**config.mk**
```make
export PLATFORM = sky130hd
export DESIGN_NAME = button_debounce_long_press_flat
export DESIGN_NICKNAME = d
export VERILOG_FILES = /design/src/rtl/bdlp_pkg.sv /design/src/rtl/bdlp_if.sv /design/src/rtl/bdlp_lane.sv /design/src/rtl/bdlp_merge.sv /design/src/rtl/button_debounce_long_press.sv /design/src/flat_wrapper.sv
export SDC_FILE = /design/constraint.sdc
export NUM_CORES = 2
export LEC_CHECK = 0
export ABC_AREA = 1
export BUFFER_PORTS_ARGS = -buffer_cell sky130_fd_sc_hd__buf_2
export CAP_MARGIN = 5
export CORE_MARGIN = 10
export CORE_UTILIZATION = 30
export CTS_CLUSTER_SIZE = 20
export DETAILED_ROUTE_END_ITERATION = 10
export GPL_TIMING_DRIVEN = 0
export PLACE_DENSITY_LB_ADDON = 0.05
export SLEW_MARGIN = 20
export SYNTH_ARGS = -nofsm -noshare
export SYNTH_HDL_FRONTEND = slang
export SYNTH_SLANG_ARGS = --single-unit
```
**constraint.sdc**
```tcl
create_clock -name clk_i -period 7.8 [get_ports clk_i]
set_input_delay 0.78 -clock clk_i [delete_from_list [all_inputs] [get_ports clk_i]]
set_output_delay 0.78 -clock clk_i [all_outputs]
set_load 0.1 [all_outputs]
```
**src/rtl/bdlp_pkg.sv**
```systemverilog
// Package for the button debouncer: widths, reset values, register indexes and shared types.
package bdlp_pkg;

  // Fixed field widths
  localparam int unsigned TIME_W = 32;
  localparam int unsigned CFG_W  = 16;
  localparam int unsigned MASK_W = 5;
  localparam int unsigned APB_DW = 32;
  localparam int unsigned APB_AW = 3;

  // Default button count
  localparam int unsigned BUTTON_COUNT_DEF = 5;

  // Register reset values
  localparam logic [CFG_W-1:0] DEBOUNCE_RESET   = CFG_W'(50);
  localparam logic [CFG_W-1:0] LONG_PRESS_RESET = CFG_W'(1000);

  // Register indexes, decoded from paddr[2]
  typedef enum logic {
    REG_DEBOUNCE   = 1'b0,
    REG_LONG_PRESS = 1'b1
  } reg_idx_e;

  // What one lane reports for the current sample
  typedef struct packed {
    logic held;
    logic pressed;
    logic released;
    logic long_press;
  } lane_flags_t;

  // One result item
  typedef struct packed {
    logic [MASK_W-1:0] held_mask;
    logic [MASK_W-1:0] just_pressed_mask;
    logic [MASK_W-1:0] just_released_mask;
    logic [MASK_W-1:0] long_press_mask;
  } result_t;

endpackage

```
**src/rtl/bdlp_if.sv**
```systemverilog
// Valid/ready channel interfaces for samples and results.
interface bdlp_in_if;
  import bdlp_pkg::*;
  logic              valid;
  logic              ready;
  logic [TIME_W-1:0] now_ms;
  logic [MASK_W-1:0] raw_levels;

  modport source (output valid, output now_ms, output raw_levels, input ready);
  modport sink   (input valid, input now_ms, input raw_levels, output ready);
endinterface

interface bdlp_out_if;
  import bdlp_pkg::*;
  logic              valid;
  logic              ready;
  logic [MASK_W-1:0] held_mask;
  logic [MASK_W-1:0] just_pressed_mask;
  logic [MASK_W-1:0] just_released_mask;
  logic [MASK_W-1:0] long_press_mask;

  modport source (output valid, output held_mask, output just_pressed_mask,
                  output just_released_mask, output long_press_mask, input ready);
  modport sink   (input valid, input held_mask, input just_pressed_mask,
                  input just_released_mask, input long_press_mask, output ready);
endinterface

```
**src/rtl/bdlp_lane.sv**
```systemverilog
// One button lane: debounce state, press/release detection and long-press timing.
module bdlp_lane (
  input  logic                        clk_i,
  input  logic                        rst_ni,
  input  logic                        accept_i,
  input  logic [bdlp_pkg::TIME_W-1:0] now_ms_i,
  input  logic                        raw_i,
  input  logic [bdlp_pkg::CFG_W-1:0]  debounce_ms_i,
  input  logic [bdlp_pkg::CFG_W-1:0]  long_press_ms_i,
  output bdlp_pkg::lane_flags_t       flags_o
);
  import bdlp_pkg::*;

  logic              stable_q, stable_d;
  logic              prev_q;
  logic [TIME_W-1:0] change_q, change_d;
  logic [TIME_W-1:0] press_q, press_d;

  logic              changed;
  logic [TIME_W-1:0] db_elapsed;
  logic [TIME_W-1:0] held_time;
  logic              take_level;

  // Debounce: a raw edge restarts the timer, so elapsed time is then zero
  always_comb begin
    changed    = (raw_i != prev_q);
    change_d   = changed ? now_ms_i : change_q;
    db_elapsed = now_ms_i - change_d;
    take_level = (db_elapsed > {{(TIME_W-CFG_W){1'b0}}, debounce_ms_i}) &&
                 (raw_i != stable_q);
    stable_d   = take_level ? raw_i : stable_q;
    press_d    = (take_level && !raw_i) ? now_ms_i : press_q;
    held_time  = now_ms_i - press_d;
  end

  // Flags for this sample
  always_comb begin
    flags_o.held       = !stable_d;
    flags_o.pressed    = take_level && !raw_i;
    flags_o.released   = take_level && raw_i;
    flags_o.long_press = !stable_d &&
                         (held_time > {{(TIME_W-CFG_W){1'b0}}, long_press_ms_i});
  end

  // State update on each accepted sample
  always_ff @(posedge clk_i or negedge rst_ni) begin
    if (!rst_ni) begin
      stable_q <= 1'b1;
      prev_q   <= 1'b1;
      change_q <= '0;
      press_q  <= '0;
    end else if (accept_i) begin
      stable_q <= stable_d;
      prev_q   <= raw_i;
      change_q <= change_d;
      press_q  <= press_d;
    end
  end

endmodule

```
**src/rtl/bdlp_merge.sv**
```systemverilog
// Merges lane flags into result masks; output register plus skid entry.
module bdlp_merge #(
  parameter int unsigned BUTTON_COUNT = bdlp_pkg::BUTTON_COUNT_DEF
) (
  input  logic                  clk_i,
  input  logic                  rst_ni,
  input  logic                  accept_i,
  input  bdlp_pkg::lane_flags_t lanes_i [BUTTON_COUNT],
  input  logic                  out_ready_i,
  output logic                  ready_o,
  output logic                  out_valid_o,
  output bdlp_pkg::result_t     result_o
);
  import bdlp_pkg::*;

  result_t merged;
  result_t out_q, out_d;
  result_t skid_q, skid_d;
  logic    out_valid_q, out_valid_d;
  logic    skid_valid_q, skid_valid_d;
  logic    take;

  // Pack visible lanes into masks; lanes past the mask width stay hidden
  always_comb begin
    merged = '0;
    for (int i = 0; i < MASK_W; i++) begin
      if (i < int'(BUTTON_COUNT)) begin
        merged.held_mask[i]          = lanes_i[i].held;
        merged.just_pressed_mask[i]  = lanes_i[i].pressed;
        merged.just_released_mask[i] = lanes_i[i].released;
        merged.long_press_mask[i]    = lanes_i[i].long_press;
      end
    end
  end

  // Two-entry output: the skid entry catches a transfer while the output stalls
  always_comb begin
    take         = out_valid_q && out_ready_i;
    out_d        = out_q;
    out_valid_d  = out_valid_q;
    skid_d       = skid_q;
    skid_valid_d = skid_valid_q;
    if (!out_valid_q || take) begin
      if (skid_valid_q) begin
        out_d        = skid_q;
        out_valid_d  = 1'b1;
        skid_d       = merged;
        skid_valid_d = accept_i;
      end else begin
        out_d        = merged;
        out_valid_d  = accept_i;
      end
    end else if (accept_i) begin
      skid_d       = merged;
      skid_valid_d = 1'b1;
    end
  end

  always_ff @(posedge clk_i or negedge rst_ni) begin
    if (!rst_ni) begin
      out_valid_q  <= 1'b0;
      skid_valid_q <= 1'b0;
    end else begin
      out_valid_q  <= out_valid_d;
      skid_valid_q <= skid_valid_d;
    end
  end

  always_ff @(posedge clk_i) begin
    out_q  <= out_d;
    skid_q <= skid_d;
  end

  assign ready_o     = !skid_valid_q;
  assign out_valid_o = out_valid_q;
  assign result_o    = out_q;

endmodule

```
**src/rtl/button_debounce_long_press.sv**
```systemverilog
// Top level of the button debouncer with press, release and long-press reporting.
//
// Usage: each sample transfer on in_i carries a millisecond timestamp (now_ms)
// and the raw active-low levels of the buttons (raw_levels). For every sample
// one result transfer appears on out_o with the held, just-pressed,
// just-released and long-press masks. One lane per button works on the sample
// in parallel; a merge stage packs the lane flags into the masks.
// The result is registered in the merge output register, or first in the skid entry.
// Throughput: one sample per cycle while in_i.ready is high; each lane updates
// its state in the cycle of the transfer with two 32-bit subtract-and-compare paths.
// Stall: a two-entry output (register plus skid) keeps taking samples while a
// result waits; in_i.ready drops only when both entries are full.
// Reset: all buttons read released, timers zero, debounce_ms = 50 and
// long_press_ms = 1000; no result is pending.
// Configuration: APB writes at address 0 (debounce_ms) and 4 (long_press_ms),
// decoded on paddr[2]; pready is always high; write only while idle.
module button_debounce_long_press #(
  parameter int unsigned BUTTON_COUNT = bdlp_pkg::BUTTON_COUNT_DEF
) (
  input  logic                        clk_i,
  input  logic                        rst_ni,
  bdlp_in_if.sink                     in_i,
  bdlp_out_if.source                  out_o,
  input  logic                        psel,
  input  logic                        penable,
  input  logic                        pwrite,
  input  logic [bdlp_pkg::APB_AW-1:0] paddr,
  input  logic [bdlp_pkg::APB_DW-1:0] pwdata,
  output logic [bdlp_pkg::APB_DW-1:0] prdata,
  output logic                        pready
);
  import bdlp_pkg::*;

  logic [CFG_W-1:0] debounce_q;
  logic [CFG_W-1:0] long_press_q;
  logic             cfg_wr;
  reg_idx_e         reg_idx;
  logic             in_accept;
  logic             in_ready;
  lane_flags_t      lane_flags [BUTTON_COUNT];
  result_t          result;

  // Configuration registers
  assign pready  = 1'b1;
  assign cfg_wr  = psel && penable && pwrite;
  assign reg_idx = reg_idx_e'(paddr[2]);

  always_ff @(posedge clk_i or negedge rst_ni) begin
    if (!rst_ni) begin
      debounce_q   <= DEBOUNCE_RESET;
      long_press_q <= LONG_PRESS_RESET;
    end else if (cfg_wr) begin
      case (reg_idx)
        REG_DEBOUNCE:   debounce_q   <= pwdata[CFG_W-1:0];
        REG_LONG_PRESS: long_press_q <= pwdata[CFG_W-1:0];
        default: ;
      endcase
    end
  end

  always_comb begin
    case (reg_idx)
      REG_DEBOUNCE:   prdata = {{(APB_DW-CFG_W){1'b0}}, debounce_q};
      REG_LONG_PRESS: prdata = {{(APB_DW-CFG_W){1'b0}}, long_press_q};
      default:        prdata = '0;
    endcase
  end

  // Sample transfer
  assign in_i.ready = in_ready;
  assign in_accept  = in_i.valid && in_ready;

  // One lane per button; buttons beyond the input width read pressed
  for (genvar g = 0; g < BUTTON_COUNT; g++) begin : g_lane
    logic raw;
    if (g < MASK_W) begin : g_in
      assign raw = in_i.raw_levels[g];
    end else begin : g_zero
      assign raw = 1'b0;
    end

    bdlp_lane u_lane (
      .clk_i           (clk_i),
      .rst_ni          (rst_ni),
      .accept_i        (in_accept),
      .now_ms_i        (in_i.now_ms),
      .raw_i           (raw),
      .debounce_ms_i   (debounce_q),
      .long_press_ms_i (long_press_q),
      .flags_o         (lane_flags[g])
    );
  end

  // Merge and output buffering
  bdlp_merge #(
    .BUTTON_COUNT (BUTTON_COUNT)
  ) u_merge (
    .clk_i       (clk_i),
    .rst_ni      (rst_ni),
    .accept_i    (in_accept),
    .lanes_i     (lane_flags),
    .out_ready_i (out_o.ready),
    .ready_o     (in_ready),
    .out_valid_o (out_o.valid),
    .result_o    (result)
  );

  assign out_o.held_mask          = result.held_mask;
  assign out_o.just_pressed_mask  = result.just_pressed_mask;
  assign out_o.just_released_mask = result.just_released_mask;
  assign out_o.long_press_mask    = result.long_press_mask;

  // A full skid entry implies a pending output
  a_skid_needs_out: assert property (@(posedge clk_i) disable iff (!rst_ni)
    !in_ready |-> out_o.valid) else $error("skid full without output");

  // A button cannot be pressed and released on the same sample
  a_press_release_excl: assert property (@(posedge clk_i) disable iff (!rst_ni)
    out_o.valid |-> ((out_o.just_pressed_mask & out_o.just_released_mask) == '0))
    else $error("press and release on same button");

  // Press and long press only for held buttons; release only for released ones
  a_flags_vs_held: assert property (@(posedge clk_i) disable iff (!rst_ni)
    out_o.valid |-> (((out_o.just_pressed_mask | out_o.long_press_mask) &
                      ~out_o.held_mask) == '0) &&
                    ((out_o.just_released_mask & out_o.held_mask) == '0))
    else $error("masks disagree with held state");

  // A debounce write lands in its register
  a_cfg_write: assert property (@(posedge clk_i) disable iff (!rst_ni)
    (cfg_wr && reg_idx == REG_DEBOUNCE) |=> (debounce_q == $past(pwdata[CFG_W-1:0])))
    else $error("debounce register write lost");

endmodule
```
**src/flat_wrapper.sv**
```systemverilog
// flat-port wrapper written by rule: the top's interface ports become plain ports
module button_debounce_long_press_flat import bdlp_pkg::*;
#(
  parameter int unsigned BUTTON_COUNT = bdlp_pkg::BUTTON_COUNT_DEF
)
  (clk_i, rst_ni, psel, penable, pwrite, paddr, pwdata, prdata, pready, in_i_valid, in_i_now_ms, in_i_raw_levels, in_i_ready, out_o_valid, out_o_held_mask, out_o_just_pressed_mask, out_o_just_released_mask, out_o_long_press_mask, out_o_ready);
  bdlp_in_if in_i_i ();
  bdlp_out_if out_o_i ();
  input  logic clk_i;
  input  logic rst_ni;
  input  logic psel;
  input  logic penable;
  input  logic pwrite;
  input  logic [bdlp_pkg::APB_AW-1:0] paddr;
  input  logic [bdlp_pkg::APB_DW-1:0] pwdata;
  output logic [bdlp_pkg::APB_DW-1:0] prdata;
  output logic pready;
  input wire logic [$bits(in_i_i.valid)-1:0] in_i_valid;
  input wire logic [$bits(in_i_i.now_ms)-1:0] in_i_now_ms;
  input wire logic [$bits(in_i_i.raw_levels)-1:0] in_i_raw_levels;
  output wire logic [$bits(in_i_i.ready)-1:0] in_i_ready;
  output wire logic [$bits(out_o_i.valid)-1:0] out_o_valid;
  output wire logic [$bits(out_o_i.held_mask)-1:0] out_o_held_mask;
  output wire logic [$bits(out_o_i.just_pressed_mask)-1:0] out_o_just_pressed_mask;
  output wire logic [$bits(out_o_i.just_released_mask)-1:0] out_o_just_released_mask;
  output wire logic [$bits(out_o_i.long_press_mask)-1:0] out_o_long_press_mask;
  input wire logic [$bits(out_o_i.ready)-1:0] out_o_ready;
  assign in_i_i.valid = in_i_valid;
  assign in_i_i.now_ms = in_i_now_ms;
  assign in_i_i.raw_levels = in_i_raw_levels;
  assign in_i_ready = in_i_i.ready;
  assign out_o_valid = out_o_i.valid;
  assign out_o_held_mask = out_o_i.held_mask;
  assign out_o_just_pressed_mask = out_o_i.just_pressed_mask;
  assign out_o_just_released_mask = out_o_i.just_released_mask;
  assign out_o_long_press_mask = out_o_i.long_press_mask;
  assign out_o_i.ready = out_o_ready;
  button_debounce_long_press #(.BUTTON_COUNT(BUTTON_COUNT)) u_core (.clk_i(clk_i), .rst_ni(rst_ni), .in_i(in_i_i), .out_o(out_o_i), .psel(psel), .penable(penable), .pwrite(pwrite), .paddr(paddr), .pwdata(pwdata), .prdata(prdata), .pready(pready));
endmodule
```
==> key figures <==
Outcome
  • Status: finished with violations
  • Failing checks: negative setup slack

Power and ir drop
  • Power Density: about 300 nW/um^2
  • Clock network fraction of total power: 17.6%
  • Peak supply drop: between 0.0002 and 0.00025 V
  • Net Sw Frac: between 40% and 50%
  • LEAKAGE: ~27 nW
  • Power Total: 16.3 mW
  • Register share of total power: between 10% and 20%
  • Combinational power share: ~64%
  • Pint: 8.18 mW
  • Net Switching: ~8.2 mW

Routing
  • DRT Pass-1 Iters: 6
  • Routed WL: between 200000 and 250000 um
  • WL/cell: roughly 25 um
  • Total number of vias: ~48000
  • Vias per cell: 5.23
  • Antenna viol nets, final: 0
  • Drt first-iter violations: between 4000 and 5000
  • DRC viols: 0

Worst setup path
  • Cell mode on critical path: nand2_2
  • Startpoint Class: primary input
  • R2R Setup Slk: -0.26 ns
  • Crit path capture type: flop
  • CP required: around 8.2 ns
  • RR Startpoint: u_core.g_lane[1].u_lane.prev_q
  • Slowest stage cell, crit path: fa_2
  • WS Path Type: in2reg
  • CP max stage delay: roughly 0.36 ns
  • R2R Path End: u_core.u_merge.result_o[1]
  • CP arrival: between 8 and 9 ns
  • Crit path max fanout: 11
  • Path depth of the worst reg2reg path: 62

Timing
  • Final setup vio count: 6
  • Clk_skew: 0.0331 ns
  • Final min period: about 8.1 ns
  • Least-Margin Pin Slew: around 1.2 ns
  • Fin crit share: 104%
  • Slew Limit Fails: 0
  • RSZ-0062 raised after global routing: yes
  • Worst Slack Setup Final: -0.308 ns
  • Maximum clock rate: around 120 MHz
  • Fin. Hold Viols: 0
  • Max_slew headroom: 17.7%

Final layout
  • Synthesis-to-finish area growth: 26.1%
  • Fraction of layout cells with a size suffix above 1: 18.2%
  • Post-layout net count: 7765
  • Final core utilization: 38.2%

GRT
  • Total track usage: 27.9%
  • Vias in the first global route: approximately 46000
  • Largest net degree at the start of global routing: 88
  • Grt ovf: 0
  • Initial antenna violation count: 45
  • First-pass GRT wire length: 324000 um

Floorplan
  • Initial Util: between 30 and 40%
  • Core Rows: 138
  • Die H: 399 um
  • Die ar.: between 150000 and 200000 sq um
  • Top Ports: between 100 and 150
  • Core Area: about 140000 sq um
  • Die width: roughly 400 um

Yosys
  • Number of synthesized flops with an enable pin: 40
  • Seq cells post-synth: ~400
  • Register area share after synthesis: roughly a quarter
  • YS warnings: 0
  • Top cells by count, synth: 2085 x nand2_1, 816 x o21ai_0, 814 x inv_1
  • Avg Cell Area, Syn: about 6.3 sq um
  • Synth area leaders: dfrtp_1 20%, nand2_1 18%, ha_1 12%, o21ai_0 9.5%, inv_1 7.1%
  • Synth top area share: between 20% and 30%
  • Post-synth top flop: dfrtp_1
  • Top cell type by total area after synthesis: dfrtp_1
  • Synth cell types: 66
  • Async set-or-reset flop fraction in the synthesized netlist: 90.1%
  • Syn Std Cell Area: approximately 43000 sq um
  • Count leader, synth: nand2_1
  • Post-Syn Instances: approximately 7000

Place
  • DP HPWL: ~170000 um
  • Buffers on Ports: 96
  • GP Congestion: approximately 0.91
  • Dpl ws: -4.61 ns

Clock tree
  • TritonCTS clock tree: built
  • Worst skew pair latency: 0.70 ns
  • # H-tree levels: 2
  • Max Root-Sink Buffers: 3
  • CTS clk-pin slew, worst paths: 0.06 ns
  • Hold-fix buffers at CTS: 0
  • CTS buffer count: between 50 and 60
  • Root buffer cell: clkbuf_16
  • # clock sinks: 404

Hold path
  • Hold crit path type: in2async

Flow run
  • Maxcap violations: 0
[stage by stage]
stage	TNS, ns	hold WS [ns]	cells	instance area (sq um)
after floorplan	-0.0319	0.446	6812	43100
after global placement	-967.08	0.460	8798	45900
after detailed placement	-71.57	0.466	8832	46900
after CTS	-2.96	0.0424	9156	52600
after global routing	-4.64	0.0282	9216	54200
final	-1.12	0.0181	9228	54200
[placed cells by master, fill, tap and decap left out, types with 17 or more instances in the layout]
master	n
a211oi_1	19
a21oi_1	339
a21oi_2	33
buf_16	31
buf_2	80
buf_4	303
buf_6	29
clkbuf_1	99
clkbuf_16	67
clkbuf_2	41
clkbuf_8	18
conb_1	17
dfrtp_1	345
dfstp_2	19
edfxtp_1	40
ha_1	366
ha_4	31
inv_1	775
inv_2	63
nand2_1	1938
nand2_2	165
nand2_4	55
nand3_1	331
nand3_2	59
nand3_4	18
nand3b_1	35
nand4_1	93
nor2_1	451
nor2_2	48
nor2_4	24
nor3_1	91
o21ai_0	737
o21ai_1	39
o21ai_2	43
o21ai_4	20
o21bai_1	18
xnor2_1	50
xor2_1	103
xor2_2	17
[power groups by stage]
| stage | clock network [mW] | registers (mW) | logic, mW |
|---|---|---|---|
| after floorplan | 0 | 3.01 | 6.14 |
| after CTS | 2.92 | 3.00 | 9.81 |
| after global routing | 3.00 | 3.07 | 11.6 |
| final | 2.87 | 3.01 | 10.5 |
| after detailed placement | 0 | 3.02 | 8.78 |
| after global placement | 0 | 3.02 | 8.69 |
[critical path, delay by kind of cell]
| kind | cells | cell delay [ns] |
|---|---|---|
| AND/OR/NAND/NOR | 33 | 3.97 |
| XOR/XNOR | 2 | 0.25 |
| buffers and inverters | 7 | 1.13 |
| AO/OA/AOI/OAI | 8 | 1.07 |
| adder cells (fa/ha/maj) | 4 | 1.22 |
[sequential cells by signal, summed over array words and instances (netlist names)]
register	count
u_core.g_lane.u_lane.press_q	160
u_core.long_press_q	16
u_core.u_merge.result_o	20
u_core.u_merge.skid_valid_q	1
u_core.g_lane.u_lane.stable_q	5
u_core.g_lane.u_lane.change_q	160
u_core.u_merge.skid_q	20
u_core.debounce_q	16
u_core.g_lane.u_lane.prev_q	5
u_core.u_merge.out_valid_o	1
[logic make-up after synthesis]
family	synth area share (%)
adders and majority gates	12.0
AOI/OAI and AO/OA	16.7
buffers and inverters	9.91
DFF	24.0
other	0.0175
and+or+nand+nor	33.7
xor gates and xnor gates	3.54
muxes	0.140
[layer usage]
layer,vias up,part of all wire [%],track usage (%)
met5,-,0.017,0
met4,6,5.1,12.9
met3,362,6.2,3.67
met2,1548,46,45.3
met1,23100,43,36.6
li1,23200,-,-
[how the worst max path moves through the flow]
stage	from	endpoint	slack (ns)	cells after the start
4_1_cts	u_core.g_lane[2].u_lane.prev_q	u_core.u_merge.result_o[2]	-0.58	58
5_1_grt	u_core.g_lane[1].u_lane.prev_q	u_core.u_merge.result_o[1]	-0.70	65
3_5_place_dp	in_i_now_ms[0]	u_core.u_merge.result_o[2]	-4.61	56
6_report	in_i_now_ms[14]	u_core.u_merge.result_o[4]	-0.31	54
2_1_floorplan	in_i_raw_levels[4]	u_core.u_merge.result_o[4]	-0.03	59
3_3_place_gp	in_i_now_ms[12]	u_core.u_merge.result_o[2]	-5.07	54
[area by class of cell]
| type | instances | area (sq um) |
|---|---|---|
| Antenna cell | 14 | 35.0 |
| Fill cell | 15500 | 87700 |
| Clock inverter | 25 | 378 |
| Multi-Input combinational cell | 5332 | 31000 |
| Timing Repair Buffer | 411 | 3650 |
| Sequential cell | 404 | 10300 |
| Tap cell | 1890 | 2360 |
| Inverter | 857 | 3340 |
| Clock buffer | 81 | 1600 |
| Buffer | 214 | 1560 |
[timing repair]
item	in CTS	in global routing
pin swaps	230	244
setup buffers	219	61
gates cloned	0	1
resized for setup	567	320
setup endpoints to repair	10	10
Power figures use the tool's default switching activity.
